[config.mk]
export PLATFORM = sky130hd
export DESIGN_NAME = waveform_peak_column_drawer_core
export DESIGN_NICKNAME = d
export VERILOG_FILES = /design/src/hdl/wpcd_pkg.sv /design/src/hdl/wpcd_front.sv /design/src/hdl/wpcd_queue.sv /design/src/hdl/wpcd_back.sv /design/src/hdl/waveform_peak_column_drawer_core.sv
export SDC_FILE = /design/constraint.sdc
export NUM_CORES = 2
export LEC_CHECK = 0
export ABC_AREA = 1
export BUFFER_PORTS_ARGS = -buffer_cell sky130_fd_sc_hd__buf_2
export CORE_UTILIZATION = 58
export CTS_CLUSTER_SIZE = 24
export DETAILED_ROUTE_END_ITERATION = 8
export PLACE_DENSITY_LB_ADDON = 0.1
export REMOVE_ABC_BUFFERS = 1
export SLEW_MARGIN = 5
export SYNTH_ARGS = -nofsm -noshare
export SYNTH_HDL_FRONTEND = slang
export SYNTH_SLANG_ARGS = --single-unit
[constraint.sdc]
create_clock -name clk -period 7.61 [get_ports clk]
set_input_delay 0.761 -clock clk [delete_from_list [all_inputs] [get_ports clk]]
set_output_delay 0.761 -clock clk [all_outputs]
set_load 0.005 [all_outputs]
[src/hdl/wpcd_pkg.sv]
`timescale 1ns / 1ps
`default_nettype none

package wpcd_pkg;

    // Arithmetic sizes
    localparam int SAMPLE_BITS    = 16;
    localparam int STEP_FRAC_BITS = 16;
    localparam int ROW_BITS       = 14;

    // Register and field widths
    localparam int CENTER_W   = 12;
    localparam int SCALE_W    = 13;
    localparam int HEIGHT_W   = 12;
    localparam int STEP_W     = 32;
    localparam int ACC_W      = STEP_W + 1;
    localparam int ORIGIN_W   = 14;
    localparam int COL_W      = 15;
    localparam int CFG_IDX_W  = 3;
    localparam int CFG_DATA_W = 32;

    // Stream word layout
    localparam int IN_FIELDS_W  = 2 * SAMPLE_BITS + ORIGIN_W;
    localparam int IN_DATA_W    = ((IN_FIELDS_W + 7) / 8) * 8;
    localparam int OUT_FIELDS_W = COL_W + 2 * ROW_BITS;
    localparam int OUT_DATA_W   = ((OUT_FIELDS_W + 7) / 8) * 8;

    // Row arithmetic: center * 2^S - sample * scale, then a truncating shift
    localparam int PROD_W = SAMPLE_BITS + SCALE_W + 1;
    localparam int V_W    = PROD_W + 2;
    localparam int RAW_W  = V_W - SAMPLE_BITS;
    localparam int ROW_HI = (1 << (ROW_BITS - 1)) - 1;
    localparam int ROW_LO = -(1 << (ROW_BITS - 1));

    // Command queue
    localparam int QUEUE_DEPTH = 4;
    localparam int QPTR_W      = $clog2(QUEUE_DEPTH);

    // Register reset values
    localparam logic [CENTER_W-1:0] CENTER_RST = '0;
    localparam logic [SCALE_W-1:0]  SCALE_RST  = SCALE_W'(64);
    localparam logic [HEIGHT_W-1:0] HEIGHT_RST = '0;
    localparam logic [STEP_W-1:0]   STEP_RST   = STEP_W'(65536);

    typedef enum logic [CFG_IDX_W-1:0] {
        CFG_CENTER_ROW       = 3'd0,
        CFG_WAVE_SCALE       = 3'd1,
        CFG_CANVAS_HEIGHT    = 3'd2,
        CFG_FRAMES_PER_PIXEL = 3'd3,
        CFG_SINGLE_SAMPLE    = 3'd4
    } cfg_index_t;

    typedef struct packed {
        logic [CENTER_W-1:0] center_row;
        logic [SCALE_W-1:0]  wave_scale;
        logic [HEIGHT_W-1:0] canvas_height;
        logic [STEP_W-1:0]   frames_per_pixel;
        logic                single_sample_mode;
    } cfg_t;

    // One classified pair, handed from the front to the back
    typedef struct packed {
        logic                   run_start;
        logic                   emit;
        logic                   last;
        logic [SAMPLE_BITS-1:0] col_high;
        logic [SAMPLE_BITS-1:0] col_low;
        logic [SAMPLE_BITS-1:0] fin_high;
        logic [SAMPLE_BITS-1:0] fin_low;
        logic [COL_W-1:0]       col_x;
        logic [COL_W-1:0]       fin_x;
    } cmd_t;

    typedef struct packed {
        logic [COL_W-1:0]    column_x;
        logic [ROW_BITS-1:0] row_from;
        logic [ROW_BITS-1:0] row_to;
        logic                is_join;
        logic                last_line;
    } line_t;

endpackage

`default_nettype wire

[src/hdl/wpcd_front.sv]
`timescale 1ns / 1ps
`default_nettype none

module wpcd_front import wpcd_pkg::*; (
    input  wire logic                 clk,
    input  wire logic                 rst_n,
    input  wire cfg_t                 cfg,
    input  wire logic                 s_tvalid,
    output logic                      s_tready,
    input  wire logic [IN_DATA_W-1:0] s_tdata,
    input  wire logic                 s_tlast,
    input  wire logic                 q_ready,
    output logic                      q_push,
    output cmd_t                      q_cmd
);

    logic [ACC_W-1:0]              acc_reg, acc_next;
    logic signed [SAMPLE_BITS-1:0] peak_high_reg, peak_high_next;
    logic signed [SAMPLE_BITS-1:0] peak_low_reg, peak_low_next;
    logic [COL_W-1:0]              count_reg, count_next;
    logic [ORIGIN_W-1:0]           origin_reg, origin_next;
    logic                          mid_run_reg, mid_run_next;

    logic signed [SAMPLE_BITS-1:0] hs, ls, ph_cur, pl_cur, base_hi, base_lo;
    logic [ORIGIN_W-1:0]           org_in;
    logic [ACC_W-1:0]              acc_cur, acc_sub;
    logic [ACC_W:0]                acc_sum;
    logic [COL_W-1:0]              cnt_cur, org_x;
    logic                          run_start, emit, take;

    assign s_tready = q_ready;
    assign take     = s_tvalid & s_tready;
    assign q_push   = take;

    // Unpack the pair
    assign hs     = $signed(s_tdata[SAMPLE_BITS-1:0]);
    assign ls     = $signed(s_tdata[2*SAMPLE_BITS-1:SAMPLE_BITS]);
    assign org_in = s_tdata[2*SAMPLE_BITS+ORIGIN_W-1:2*SAMPLE_BITS];

    // Classify the pair against the run state
    always_comb
    begin
        run_start = ~mid_run_reg;
        acc_cur   = run_start ? '0 : acc_reg;
        ph_cur    = run_start ? hs : peak_high_reg;
        pl_cur    = run_start ? ls : peak_low_reg;
        cnt_cur   = run_start ? '0 : count_reg;
        origin_next = run_start ? org_in : origin_reg;
        org_x     = {{(COL_W-ORIGIN_W){1'b0}}, origin_next};

        emit    = acc_cur >= {1'b0, cfg.frames_per_pixel};
        acc_sub = emit ? (acc_cur - {1'b0, cfg.frames_per_pixel}) : acc_cur;
        acc_sum = {1'b0, acc_sub} + ((ACC_W+1)'(1) << STEP_FRAC_BITS);
        acc_next = acc_sum[ACC_W] ? '1 : acc_sum[ACC_W-1:0];

        base_hi = emit ? hs : ph_cur;
        base_lo = emit ? ls : pl_cur;
        peak_high_next = (hs > base_hi) ? hs : base_hi;
        peak_low_next  = (ls < base_lo) ? ls : base_lo;
        count_next     = emit ? (cnt_cur + 1'b1) : cnt_cur;
        mid_run_next   = ~s_tlast;
    end

    // Build the command word
    always_comb
    begin
        q_cmd.run_start = run_start;
        q_cmd.emit      = emit;
        q_cmd.last      = s_tlast;
        q_cmd.col_high  = ph_cur;
        q_cmd.col_low   = pl_cur;
        q_cmd.fin_high  = peak_high_next;
        q_cmd.fin_low   = peak_low_next;
        q_cmd.col_x     = org_x + cnt_cur;
        q_cmd.fin_x     = org_x + count_next;
    end

    // Advance run state on each accepted word
    always_ff @(posedge clk or negedge rst_n)
    begin
        if (!rst_n)
        begin
            acc_reg       <= '0;
            peak_high_reg <= '0;
            peak_low_reg  <= '0;
            count_reg     <= '0;
            origin_reg    <= '0;
            mid_run_reg   <= 1'b0;
        end
        else if (take)
        begin
            acc_reg       <= acc_next;
            peak_high_reg <= peak_high_next;
            peak_low_reg  <= peak_low_next;
            count_reg     <= count_next;
            origin_reg    <= origin_next;
            mid_run_reg   <= mid_run_next;
        end
    end

endmodule

`default_nettype wire

[src/hdl/wpcd_queue.sv]
`timescale 1ns / 1ps
`default_nettype none

module wpcd_queue import wpcd_pkg::*; (
    input  wire logic clk,
    input  wire logic rst_n,
    input  wire logic push,
    input  wire cmd_t push_cmd,
    output logic      ready,
    input  wire logic pop,
    output logic      valid,
    output cmd_t      pop_cmd
);

    cmd_t               slot_reg [QUEUE_DEPTH];
    logic [QPTR_W-1:0]  wr_ptr_reg, wr_ptr_next;
    logic [QPTR_W-1:0]  rd_ptr_reg, rd_ptr_next;
    logic [QPTR_W:0]    count_reg, count_next;
    logic               do_push, do_pop;

    assign ready   = count_reg != (QPTR_W+1)'(QUEUE_DEPTH);
    assign valid   = count_reg != '0;
    assign pop_cmd = slot_reg[rd_ptr_reg];
    assign do_push = push & ready;
    assign do_pop  = pop & valid;

    // Pointer and fill bookkeeping
    always_comb
    begin
        wr_ptr_next = do_push ? (wr_ptr_reg + 1'b1) : wr_ptr_reg;
        rd_ptr_next = do_pop ? (rd_ptr_reg + 1'b1) : rd_ptr_reg;
        count_next  = count_reg;
        if (do_push && !do_pop)
            count_next = count_reg + 1'b1;
        else if (do_pop && !do_push)
            count_next = count_reg - 1'b1;
    end

    always_ff @(posedge clk or negedge rst_n)
    begin
        if (!rst_n)
        begin
            wr_ptr_reg <= '0;
            rd_ptr_reg <= '0;
            count_reg  <= '0;
        end
        else
        begin
            wr_ptr_reg <= wr_ptr_next;
            rd_ptr_reg <= rd_ptr_next;
            count_reg  <= count_next;
        end
    end

    // Store the incoming command
    always_ff @(posedge clk)
    begin
        if (do_push)
            slot_reg[wr_ptr_reg] <= push_cmd;
    end

endmodule

`default_nettype wire

[src/hdl/wpcd_back.sv]
`timescale 1ns / 1ps
`default_nettype none

module wpcd_back import wpcd_pkg::*; (
    input  wire logic                  clk,
    input  wire logic                  rst_n,
    input  wire cfg_t                  cfg,
    input  wire logic                  q_valid,
    input  wire cmd_t                  q_cmd,
    output logic                       q_pop,
    output logic                       m_tvalid,
    input  wire logic                  m_tready,
    output logic [OUT_DATA_W-1:0]      m_tdata,
    output logic                       m_tuser,
    output logic                       m_tlast
);

    // center * 2^S - sample * scale
    function automatic logic signed [V_W-1:0] row_num(
        input logic [SAMPLE_BITS-1:0] s,
        input cfg_t                   c
    );
        logic signed [PROD_W-1:0] prod;
        logic signed [V_W-1:0]    ctr;
        prod = $signed(s) * $signed({1'b0, c.wave_scale});
        ctr  = $signed({{(V_W-CENTER_W-SAMPLE_BITS){1'b0}}, c.center_row,
                        {SAMPLE_BITS{1'b0}}});
        return ctr - {{(V_W-PROD_W){prod[PROD_W-1]}}, prod};
    endfunction

    // Shift right by the sample width, rounding toward zero
    function automatic logic signed [RAW_W-1:0] row_trunc(input logic signed [V_W-1:0] v);
        logic [V_W-1:0]   mag;
        logic [RAW_W-1:0] q;
        mag = v[V_W-1] ? (~v + 1'b1) : v;
        q   = mag[V_W-1:SAMPLE_BITS];
        return v[V_W-1] ? $signed(~q + 1'b1) : $signed(q);
    endfunction

    function automatic logic signed [RAW_W-1:0] row_sat(input logic signed [RAW_W-1:0] y);
        logic signed [RAW_W-1:0] hi, lo;
        hi = RAW_W'(ROW_HI);
        lo = RAW_W'(ROW_LO);
        return (y > hi) ? hi : ((y < lo) ? lo : y);
    endfunction

    function automatic logic signed [RAW_W-1:0] row_clamp(
        input logic signed [RAW_W-1:0] y,
        input cfg_t                    c
    );
        logic signed [RAW_W-1:0] r, lim, hgt;
        hgt = $signed({{(RAW_W-HEIGHT_W){1'b0}}, c.canvas_height});
        lim = $signed({{(RAW_W-CENTER_W){1'b0}}, c.center_row})
            + $signed({{(RAW_W-SCALE_W+1){1'b0}}, c.wave_scale[SCALE_W-1:1]})
            - RAW_W'(1);
        r = y;
        if (r < 0)
            r = '0;
        if (r > hgt)
            r = hgt;
        if (r > lim)
            r = lim;
        return row_sat(r);
    endfunction

    // Product stage
    logic                  a_valid_reg;
    cmd_t                  a_cmd_reg;
    logic signed [V_W-1:0] a_col_hi_reg, a_col_lo_reg, a_fin_hi_reg, a_fin_lo_reg;

    // Row stage
    logic                    b_valid_reg, b_start_reg, b_emit_reg, b_last_reg;
    logic [COL_W-1:0]        b_col_x_reg, b_fin_x_reg;
    logic signed [RAW_W-1:0] b_top_reg, b_bot_reg, b_fin_top_reg, b_fin_bot_reg;

    // Line state and output stage
    logic signed [RAW_W-1:0] prev_top_reg, prev_top_next;
    logic signed [RAW_W-1:0] prev_bot_reg, prev_bot_next;
    logic                    first_reg, first_next;
    line_t                   out_reg, spare_reg;
    logic                    out_valid_reg, spare_valid_reg;

    logic                    ld_ok, b_en, a_en, load;
    logic signed [RAW_W-1:0] ctr_row, pt_eff, pb_eff, t2, b2;
    logic                    first_eff;
    line_t                   col_word, fin_word;

    // Handshake between stages
    assign ld_ok = ~spare_valid_reg & (~out_valid_reg | m_tready);
    assign b_en  = ~b_valid_reg | ld_ok;
    assign a_en  = ~a_valid_reg | b_en;
    assign q_pop = a_en & q_valid;
    assign load  = b_valid_reg & ld_ok;

    always_ff @(posedge clk or negedge rst_n)
    begin
        if (!rst_n)
        begin
            a_valid_reg <= 1'b0;
            b_valid_reg <= 1'b0;
        end
        else
        begin
            if (a_en)
                a_valid_reg <= q_valid;
            if (b_en)
                b_valid_reg <= a_valid_reg;
        end
    end

    // Multiply samples by the scale
    always_ff @(posedge clk)
    begin
        if (a_en)
        begin
            a_cmd_reg    <= q_cmd;
            a_col_hi_reg <= row_num(q_cmd.col_high, cfg);
            a_col_lo_reg <= row_num(q_cmd.col_low, cfg);
            a_fin_hi_reg <= row_num(q_cmd.fin_high, cfg);
            a_fin_lo_reg <= row_num(q_cmd.fin_low, cfg);
        end
    end

    // Truncate rows; clamp the column rows and saturate the final rows
    always_ff @(posedge clk)
    begin
        if (b_en)
        begin
            b_start_reg   <= a_cmd_reg.run_start;
            b_emit_reg    <= a_cmd_reg.emit;
            b_last_reg    <= a_cmd_reg.last;
            b_col_x_reg   <= a_cmd_reg.col_x;
            b_fin_x_reg   <= a_cmd_reg.fin_x;
            b_top_reg     <= row_clamp(row_trunc(a_col_hi_reg), cfg);
            b_bot_reg     <= row_clamp(row_trunc(a_col_lo_reg), cfg);
            b_fin_top_reg <= row_sat(row_trunc(a_fin_hi_reg));
            b_fin_bot_reg <= row_sat(row_trunc(a_fin_lo_reg));
        end
    end

    // Join against the previous column and form the lines
    always_comb
    begin
        ctr_row   = $signed({{(RAW_W-CENTER_W){1'b0}}, cfg.center_row});
        pt_eff    = b_start_reg ? ctr_row : prev_top_reg;
        pb_eff    = b_start_reg ? ctr_row : prev_bot_reg;
        first_eff = b_start_reg | first_reg;

        t2 = b_top_reg;
        b2 = b_bot_reg;
        if (!first_eff && (b_top_reg > pb_eff))
            t2 = pb_eff + RAW_W'(1);
        if (!first_eff && (b_bot_reg < pt_eff))
            b2 = pt_eff - RAW_W'(1);

        col_word.column_x  = b_col_x_reg;
        col_word.last_line = 1'b0;
        if (cfg.single_sample_mode)
        begin
            col_word.row_from = pt_eff[ROW_BITS-1:0];
            col_word.row_to   = b_top_reg[ROW_BITS-1:0];
            col_word.is_join  = 1'b1;
        end
        else
        begin
            col_word.row_from = t2[ROW_BITS-1:0];
            col_word.row_to   = b2[ROW_BITS-1:0];
            col_word.is_join  = 1'b0;
        end

        fin_word.column_x  = b_fin_x_reg;
        fin_word.row_from  = b_fin_top_reg[ROW_BITS-1:0];
        fin_word.row_to    = b_fin_bot_reg[ROW_BITS-1:0];
        fin_word.is_join   = 1'b0;
        fin_word.last_line = 1'b1;

        prev_top_next = b_emit_reg ? b_top_reg : pt_eff;
        prev_bot_next = b_emit_reg ? b_bot_reg : pb_eff;
        if (b_emit_reg)
            first_next = cfg.single_sample_mode ? first_eff : 1'b0;
        else
            first_next = first_eff;
    end

    // Hold line state across columns
    always_ff @(posedge clk or negedge rst_n)
    begin
        if (!rst_n)
        begin
            prev_top_reg <= $signed({{(RAW_W-CENTER_W){1'b0}}, CENTER_RST});
            prev_bot_reg <= $signed({{(RAW_W-CENTER_W){1'b0}}, CENTER_RST});
            first_reg    <= 1'b1;
        end
        else if (load)
        begin
            prev_top_reg <= prev_top_next;
            prev_bot_reg <= prev_bot_next;
            first_reg    <= first_next;
        end
    end

    // Output register with one spare line behind it
    always_ff @(posedge clk or negedge rst_n)
    begin
        if (!rst_n)
        begin
            out_valid_reg   <= 1'b0;
            spare_valid_reg <= 1'b0;
        end
        else if (load)
        begin
            out_valid_reg   <= b_emit_reg | b_last_reg;
            spare_valid_reg <= b_emit_reg & b_last_reg;
        end
        else if (out_valid_reg && m_tready)
        begin
            out_valid_reg   <= spare_valid_reg;
            spare_valid_reg <= 1'b0;
        end
    end

    always_ff @(posedge clk)
    begin
        if (load)
        begin
            out_reg   <= b_emit_reg ? col_word : fin_word;
            spare_reg <= fin_word;
        end
        else if (out_valid_reg && m_tready && spare_valid_reg)
        begin
            out_reg <= spare_reg;
        end
    end

    // Drive the master port
    assign m_tvalid = out_valid_reg;
    assign m_tdata  = {{(OUT_DATA_W-OUT_FIELDS_W){1'b0}}, out_reg.row_to,
                       out_reg.row_from, out_reg.column_x};
    assign m_tuser  = out_reg.is_join;
    assign m_tlast  = out_reg.last_line;

endmodule

`default_nettype wire

[src/hdl/waveform_peak_column_drawer_core.sv]
// An accepted pair passes the command queue, product stage and row stage into the
// output register. Throughput: one pair per cycle while the queue has room; a
// pair that closes a column and also ends the run yields two lines, which leave
// the single output port in turn, absorbed by the four-entry command queue.
// Reset: registers take their default values, the run state clears, no sweep.
`timescale 1ns / 1ps
`default_nettype none

module waveform_peak_column_drawer_core import wpcd_pkg::*; (
    input  wire logic                  clk,
    input  wire logic                  rst_n,
    // configuration write channel
    input  wire logic                  cfg_valid,
    output logic                       cfg_ready,
    input  wire logic [CFG_IDX_W-1:0]  cfg_index,
    input  wire logic [CFG_DATA_W-1:0] cfg_data,
    // slave stream
    input  wire logic                  s_tvalid,
    output logic                       s_tready,
    input  wire logic [IN_DATA_W-1:0]  s_tdata,   // high_sample, low_sample, column_origin
    input  wire logic                  s_tlast,   // last_pair
    // master stream
    output logic                       m_tvalid,
    input  wire logic                  m_tready,
    output logic [OUT_DATA_W-1:0]      m_tdata,   // column_x, row_from, row_to
    output logic                       m_tuser,   // is_join
    output logic                       m_tlast    // last_line
);

    logic [CENTER_W-1:0] center_row_reg;
    logic [SCALE_W-1:0]  wave_scale_reg;
    logic [HEIGHT_W-1:0] canvas_height_reg;
    logic [STEP_W-1:0]   frames_per_pixel_reg;
    logic                single_sample_reg;
    cfg_t                cfg;

    logic q_push, q_ready, q_pop, q_valid;
    cmd_t push_cmd, pop_cmd;

    assign cfg_ready = 1'b1;

    // Decode configuration writes
    always_ff @(posedge clk or negedge rst_n)
    begin
        if (!rst_n)
        begin
            center_row_reg       <= CENTER_RST;
            wave_scale_reg       <= SCALE_RST;
            canvas_height_reg    <= HEIGHT_RST;
            frames_per_pixel_reg <= STEP_RST;
            single_sample_reg    <= 1'b0;
        end
        else if (cfg_valid && cfg_ready)
        begin
            unique case (cfg_index)
                CFG_CENTER_ROW:       center_row_reg       <= cfg_data[CENTER_W-1:0];
                CFG_WAVE_SCALE:       wave_scale_reg       <= cfg_data[SCALE_W-1:0];
                CFG_CANVAS_HEIGHT:    canvas_height_reg    <= cfg_data[HEIGHT_W-1:0];
                CFG_FRAMES_PER_PIXEL: frames_per_pixel_reg <= cfg_data[STEP_W-1:0];
                CFG_SINGLE_SAMPLE:    single_sample_reg    <= cfg_data[0];
                default: ;
            endcase
        end
    end

    always_comb
    begin
        cfg.center_row         = center_row_reg;
        cfg.wave_scale         = wave_scale_reg;
        cfg.canvas_height      = canvas_height_reg;
        cfg.frames_per_pixel   = frames_per_pixel_reg;
        cfg.single_sample_mode = single_sample_reg;
    end

    wpcd_front u_front (
        .clk      (clk),
        .rst_n    (rst_n),
        .cfg      (cfg),
        .s_tvalid (s_tvalid),
        .s_tready (s_tready),
        .s_tdata  (s_tdata),
        .s_tlast  (s_tlast),
        .q_ready  (q_ready),
        .q_push   (q_push),
        .q_cmd    (push_cmd)
    );

    wpcd_queue u_queue (
        .clk      (clk),
        .rst_n    (rst_n),
        .push     (q_push),
        .push_cmd (push_cmd),
        .ready    (q_ready),
        .pop      (q_pop),
        .valid    (q_valid),
        .pop_cmd  (pop_cmd)
    );

    wpcd_back u_back (
        .clk      (clk),
        .rst_n    (rst_n),
        .cfg      (cfg),
        .q_valid  (q_valid),
        .q_cmd    (pop_cmd),
        .q_pop    (q_pop),
        .m_tvalid (m_tvalid),
        .m_tready (m_tready),
        .m_tdata  (m_tdata),
        .m_tuser  (m_tuser),
        .m_tlast  (m_tlast)
    );

    // The run-ending line is always a vertical line
    a_last_not_join: assert property (@(posedge clk) disable iff (!rst_n)
        m_tvalid && m_tlast |-> !m_tuser)
        else $error("final line flagged as join");

    // The front never pushes into a full queue
    a_push_room: assert property (@(posedge clk) disable iff (!rst_n)
        q_push |-> q_ready)
        else $error("command pushed into full queue");

    // The back never pops an empty queue
    a_pop_valid: assert property (@(posedge clk) disable iff (!rst_n)
        q_pop |-> q_valid)
        else $error("command popped from empty queue");

endmodule

`default_nettype wire

==> load_flow_metrics.sql <==
INSERT INTO impl_metrics (metric_group, metric, value, unit) VALUES
('status', 'outcome', 'completed', ''),
('floorplanning', 'placement_rows', '136', ''),
('critical_path', 'crit_path_max_incr_delay', '710', 'ps'),
('sta', 'fin_crit', '7165', 'ps'),
('sta', 'final_cycle_share', '0.9416', ''),
('cts', 'clk_root_buffer_cell', 'sky130_fd_sc_hd__clkbuf_16', ''),
('detailed_routing', 'route.detailed.vias_per_inst', '5.504', ''),
('synth', 'synthesis.instances', '9029', ''),
('detailed_routing', 'drtAntennaViolNets', '0', ''),
('sta', 'setup_total_negative_slack', '0', 'ps'),
('detailed_routing', 'firstDrtPassIters', '6', ''),
('grt', 'tot_gr_track_use', '0.3080', ''),
('synth', 'syn-mean-instance-area', '8.990', 'um^2'),
('finish', 'multi_input_comb_area', '0.04739', 'mm^2'),
('synth', 'synthesis.yosys.warnings', '0', ''),
('synth', 'synth.lib_cells_used.distinct', '72', ''),
('grt', 'antenna_found_initial', '7', ''),
('sta', 'grt_setup_unrepaired', 'yes', ''),
('cts', 'htree_levels', '3', ''),
('critical_path', 'count_of_cells_along_the_worst_register_to_register_path', '23', ''),
('synth', 'asyncSetResetFlopFracSynth', '0.2235', ''),
('floorplanning', 'dieHeight', '376.1', 'um'),
('finish', 'post_route_cells_drive_above_1_share', '0.06487', ''),
('grt', 'grt_first_pass_wirelength', '336900', 'um'),
('cts', 'clk_latency', '760', 'ps'),
('detailed_routing', 'post_drt_wl_per_cell', '19.25', 'um'),
('cts', 'clock-sinks', '935', ''),
('synth', 'ys_top_cells_by_area', 'sky130_fd_sc_hd__edfxtp_1 (27%), sky130_fd_sc_hd__fa_1 (21%), sky130_fd_sc_hd__ha_1 (8.4%)', ''),
('sta', 'slew-limit-headroom', '0.2672', ''),
('hold_path', 'hold_class', 'in -> reg', ''),
('cts', 'cts.path.max_buffers', '3', ''),
('floorplanning', 'core_outline_area', '0.1382', 'mm^2'),
('sta', 'report.final.slew_viol_count', '0', ''),
('cts', 'tritoncts_clock_tree', 'done', ''),
('cts', 'tritoncts.num_buffers', '105', ''),
('critical_path', 'destination_of_the_worst_register_to_register_timing_path', 'u_back.a_fin_hi_reg[29]$_DFFE_PN_', ''),
('synth', 'synth-seq-cells', '935', ''),
('detailed_routing', 'route.vias.total', '61030', ''),
('floorplanning', 'fp.dieW', '376.1', 'um'),
('critical_path', 'endpoint_kind', 'flip-flop', ''),
('detailed_routing', 'postRouteWirelength', '213500', 'um'),
('synth', 'synth-edff-count', '726', ''),
('hold_path', 'min_delay_worst_endpoint', 'frames_per_pixel_reg[28]$_DFFE_PN0P_', ''),
('floorplanning', 'io_pins', '142', ''),
('critical_path', 'crit_arrival', '7620', 'ps'),
('critical_path', 'worstPathCellList', 'buf_16 -> nand2_1 -> nand3_1 -> nand2_1 -> inv_1 -> nand2_1 -> fa_1 -> fa_2 -> buf_4 -> fa_1 -> inv_1 -> fa_1 -> fa_1 -> fa_1 -> inv_1 -> ha_1 -> nand2_1 -> nor2_1 -> a211oi_1 -> nor2_1 -> a2111oi_0 -> o311ai_0 -> xor2_1', ''),
('floorplanning', 'floorplan.die_area', '0.1414', 'mm^2'),
('critical_path', 'worstReg2RegStart', 'u_queue.rd_ptr_reg[0]$_DFFE_PN0P_', ''),
('detailed_routing', 'drt_iter0_drc', '4769', ''),
('grt', 'maximum_number_of_pins_on_one_net_before_global_route_repair', '103', ''),
('sta', 'max_slew.worst_pin.slew', '1098', 'ps'),
('finish', 'area.growth.synth_to_final', '8.319', '%'),
('sta', 'maxClockFrequency', '139.6', 'MHz'),
('critical_path', 'criticalPathCategory', 'reg -> reg', ''),
('hold_path', 'hold_path_depth', '3', ''),
('finish', 'finalNetCount', '10630', ''),
('synth', 'share_of_synthesized_area_occupied_by_flip_flops_and_latches', '0.3331', ''),
('critical_path', 'rrSetupSlack', '440', 'ps'),
('placed_design', 'dpl.hpwl', '163300', 'um'),
('grt', 'grt_remaining_overflow', '0', ''),
('sta', 'report.final.setup_viol', '0', ''),
('finish', 'largest_register_ffs', '388', ''),
('synth', 'synth_top_cell_by_area', 'sky130_fd_sc_hd__edfxtp_1', ''),
('placed_design', 'globalplace.congestion', '0.9532', ''),
('sta', 'timing_hold_violations_final', '0', ''),
('critical_path', 'worst_setup_sp_type', 'flip-flop', ''),
('synth', 'synth_ff_type', 'sky130_fd_sc_hd__edfxtp_1', ''),
('critical_path', 'critical_path.slowest_cell', 'sky130_fd_sc_hd__fa_1', ''),
('finish', 'final-seq-area', '0.02704', 'mm^2'),
('critical_path', 'required', '8060', 'ps'),
('hold_path', 'timing.hold.worst.start', 'cfg_data[28]', '');
cell usage after synthesis, types with 19 or more instances:
library cell / count
sky130_fd_sc_hd__ha_1: 547
sky130_fd_sc_hd__nor3_1: 42
sky130_fd_sc_hd__and2_1: 19
sky130_fd_sc_hd__nand2_1: 1814
sky130_fd_sc_hd__o22ai_1: 36
sky130_fd_sc_hd__o21ai_0: 439
sky130_fd_sc_hd__fa_1: 869
sky130_fd_sc_hd__a21oi_2: 22
sky130_fd_sc_hd__inv_1: 1459
sky130_fd_sc_hd__a21oi_1: 343
sky130_fd_sc_hd__buf_1: 26
sky130_fd_sc_hd__dfrtp_1: 206
sky130_fd_sc_hd__nand3_1: 410
sky130_fd_sc_hd__xor2_1: 196
sky130_fd_sc_hd__nor2_1: 1078
sky130_fd_sc_hd__xnor2_1: 95
sky130_fd_sc_hd__edfxtp_1: 726
sky130_fd_sc_hd__buf_2: 21
sky130_fd_sc_hd__nand4_1: 86
sky130_fd_sc_hd__clkbuf_1: 252
worst max-delay path by stage:
stage	end	slack (ps)	startpoint	cells after the start
after floorplan	u_back.a_col_hi_reg[27]$_DFFE_PN_	-5490	u_queue.rd_ptr_reg[0]$_DFFE_PN0P_	24
after detailed placement	u_back.a_fin_lo_reg[28]$_DFFE_PN_	250	u_queue.rd_ptr_reg[0]$_DFFE_PN0P_	29
after CTS	u_back.a_fin_lo_reg[28]$_DFFE_PN_	190	u_queue.rd_ptr_reg[0]$_DFFE_PN0P_	29
after global routing	u_back.a_col_hi_reg[27]$_DFFE_PN_	-7	u_queue.rd_ptr_reg[0]$_DFFE_PN0P_	24
after global placement	u_back.a_col_lo_reg[28]$_DFFE_PN_	380	u_queue.rd_ptr_reg[0]$_DFFE_PN0P_	26
final	u_back.a_fin_hi_reg[29]$_DFFE_PN_	440	u_queue.rd_ptr_reg[0]$_DFFE_PN0P_	23
tightest hold or removal path, stage by stage:
cell and delay [ps]:
sky130_fd_sc_hd__buf_2 70, sky130_fd_sc_hd__nor2_1 30, sky130_fd_sc_hd__a21oi_1 100
metal layers:
metal  track usage  vias up  share of wire
li1              -    28990              -
met1        0.4115    29630           0.42
met2        0.5124     2014           0.47
met3       0.05066      391          0.074
met4        0.1028        2          0.037
met5             0        -       0.000042
metrics by stage:
step	hold WS, ps	instance area [um^2]	cells	worst slack, ps	util
after floorplan	400.3	79910	8725	-5494	-
after global placement	401.4	84340	10880	381.7	0.6104
after detailed placement	404.5	84340	10880	252.0	0.6104
after CTS	205.9	87860	11080	190.8	0.6358
after global routing	222.2	87900	11080	-7.173	0.6362
final	251.9	87920	11090	444.6	0.6363
layout make-up:
cell class,count,area share
timing repair buffer,295,0.02332
inverter,1481,0.06348
clock inverter,58,0.007585
multi-input combinational,6309,0.5390
tap,1863,0.02651
sequential,935,0.3076
clock buffer,140,0.03230
antenna,7,0.0001992
repair_timing:
action                                 CTS  global route
setup buffers                            0             1
gates resized for setup                  0            13
setup endpoints to repair                0            34
hold buffers                             1             0
endpoints found under the hold margin    3             0
cell usage in the layout, fill, tap and decap left out, types with 24 or more instances in the layout:
cell type	n
sky130_fd_sc_hd__clkbuf_1	28
sky130_fd_sc_hd__xnor2_1	95
sky130_fd_sc_hd__ha_1	547
sky130_fd_sc_hd__o21ai_0	437
sky130_fd_sc_hd__o22ai_1	36
sky130_fd_sc_hd__buf_4	147
sky130_fd_sc_hd__inv_1	1456
sky130_fd_sc_hd__buf_2	132
sky130_fd_sc_hd__nand4_1	86
sky130_fd_sc_hd__xor2_1	196
sky130_fd_sc_hd__fa_1	867
sky130_fd_sc_hd__nand3_1	409
sky130_fd_sc_hd__a21oi_2	24
sky130_fd_sc_hd__edfxtp_1	726
sky130_fd_sc_hd__dfrtp_1	202
sky130_fd_sc_hd__a21oi_1	341
sky130_fd_sc_hd__nand2_1	1810
sky130_fd_sc_hd__clkbuf_16	106
sky130_fd_sc_hd__nor3_1	42
sky130_fd_sc_hd__nor2_1	1071
cells by family after synthesis:
group	Yosys count	synth area share
DFF	935	0.3331
other	2	0.00009252
xor gates and xnor gates	293	0.03180
buffers and inverters	1795	0.08455
muxes	1	0.0001387
AOI/OAI and AO/OA	1031	0.07180
and+or+nand+nor	3556	0.1799
adders and majority gates	1416	0.2986
Power is not shown: default switching activity piles up to over one toggle a cycle in this logic, so the estimate is an artifact.
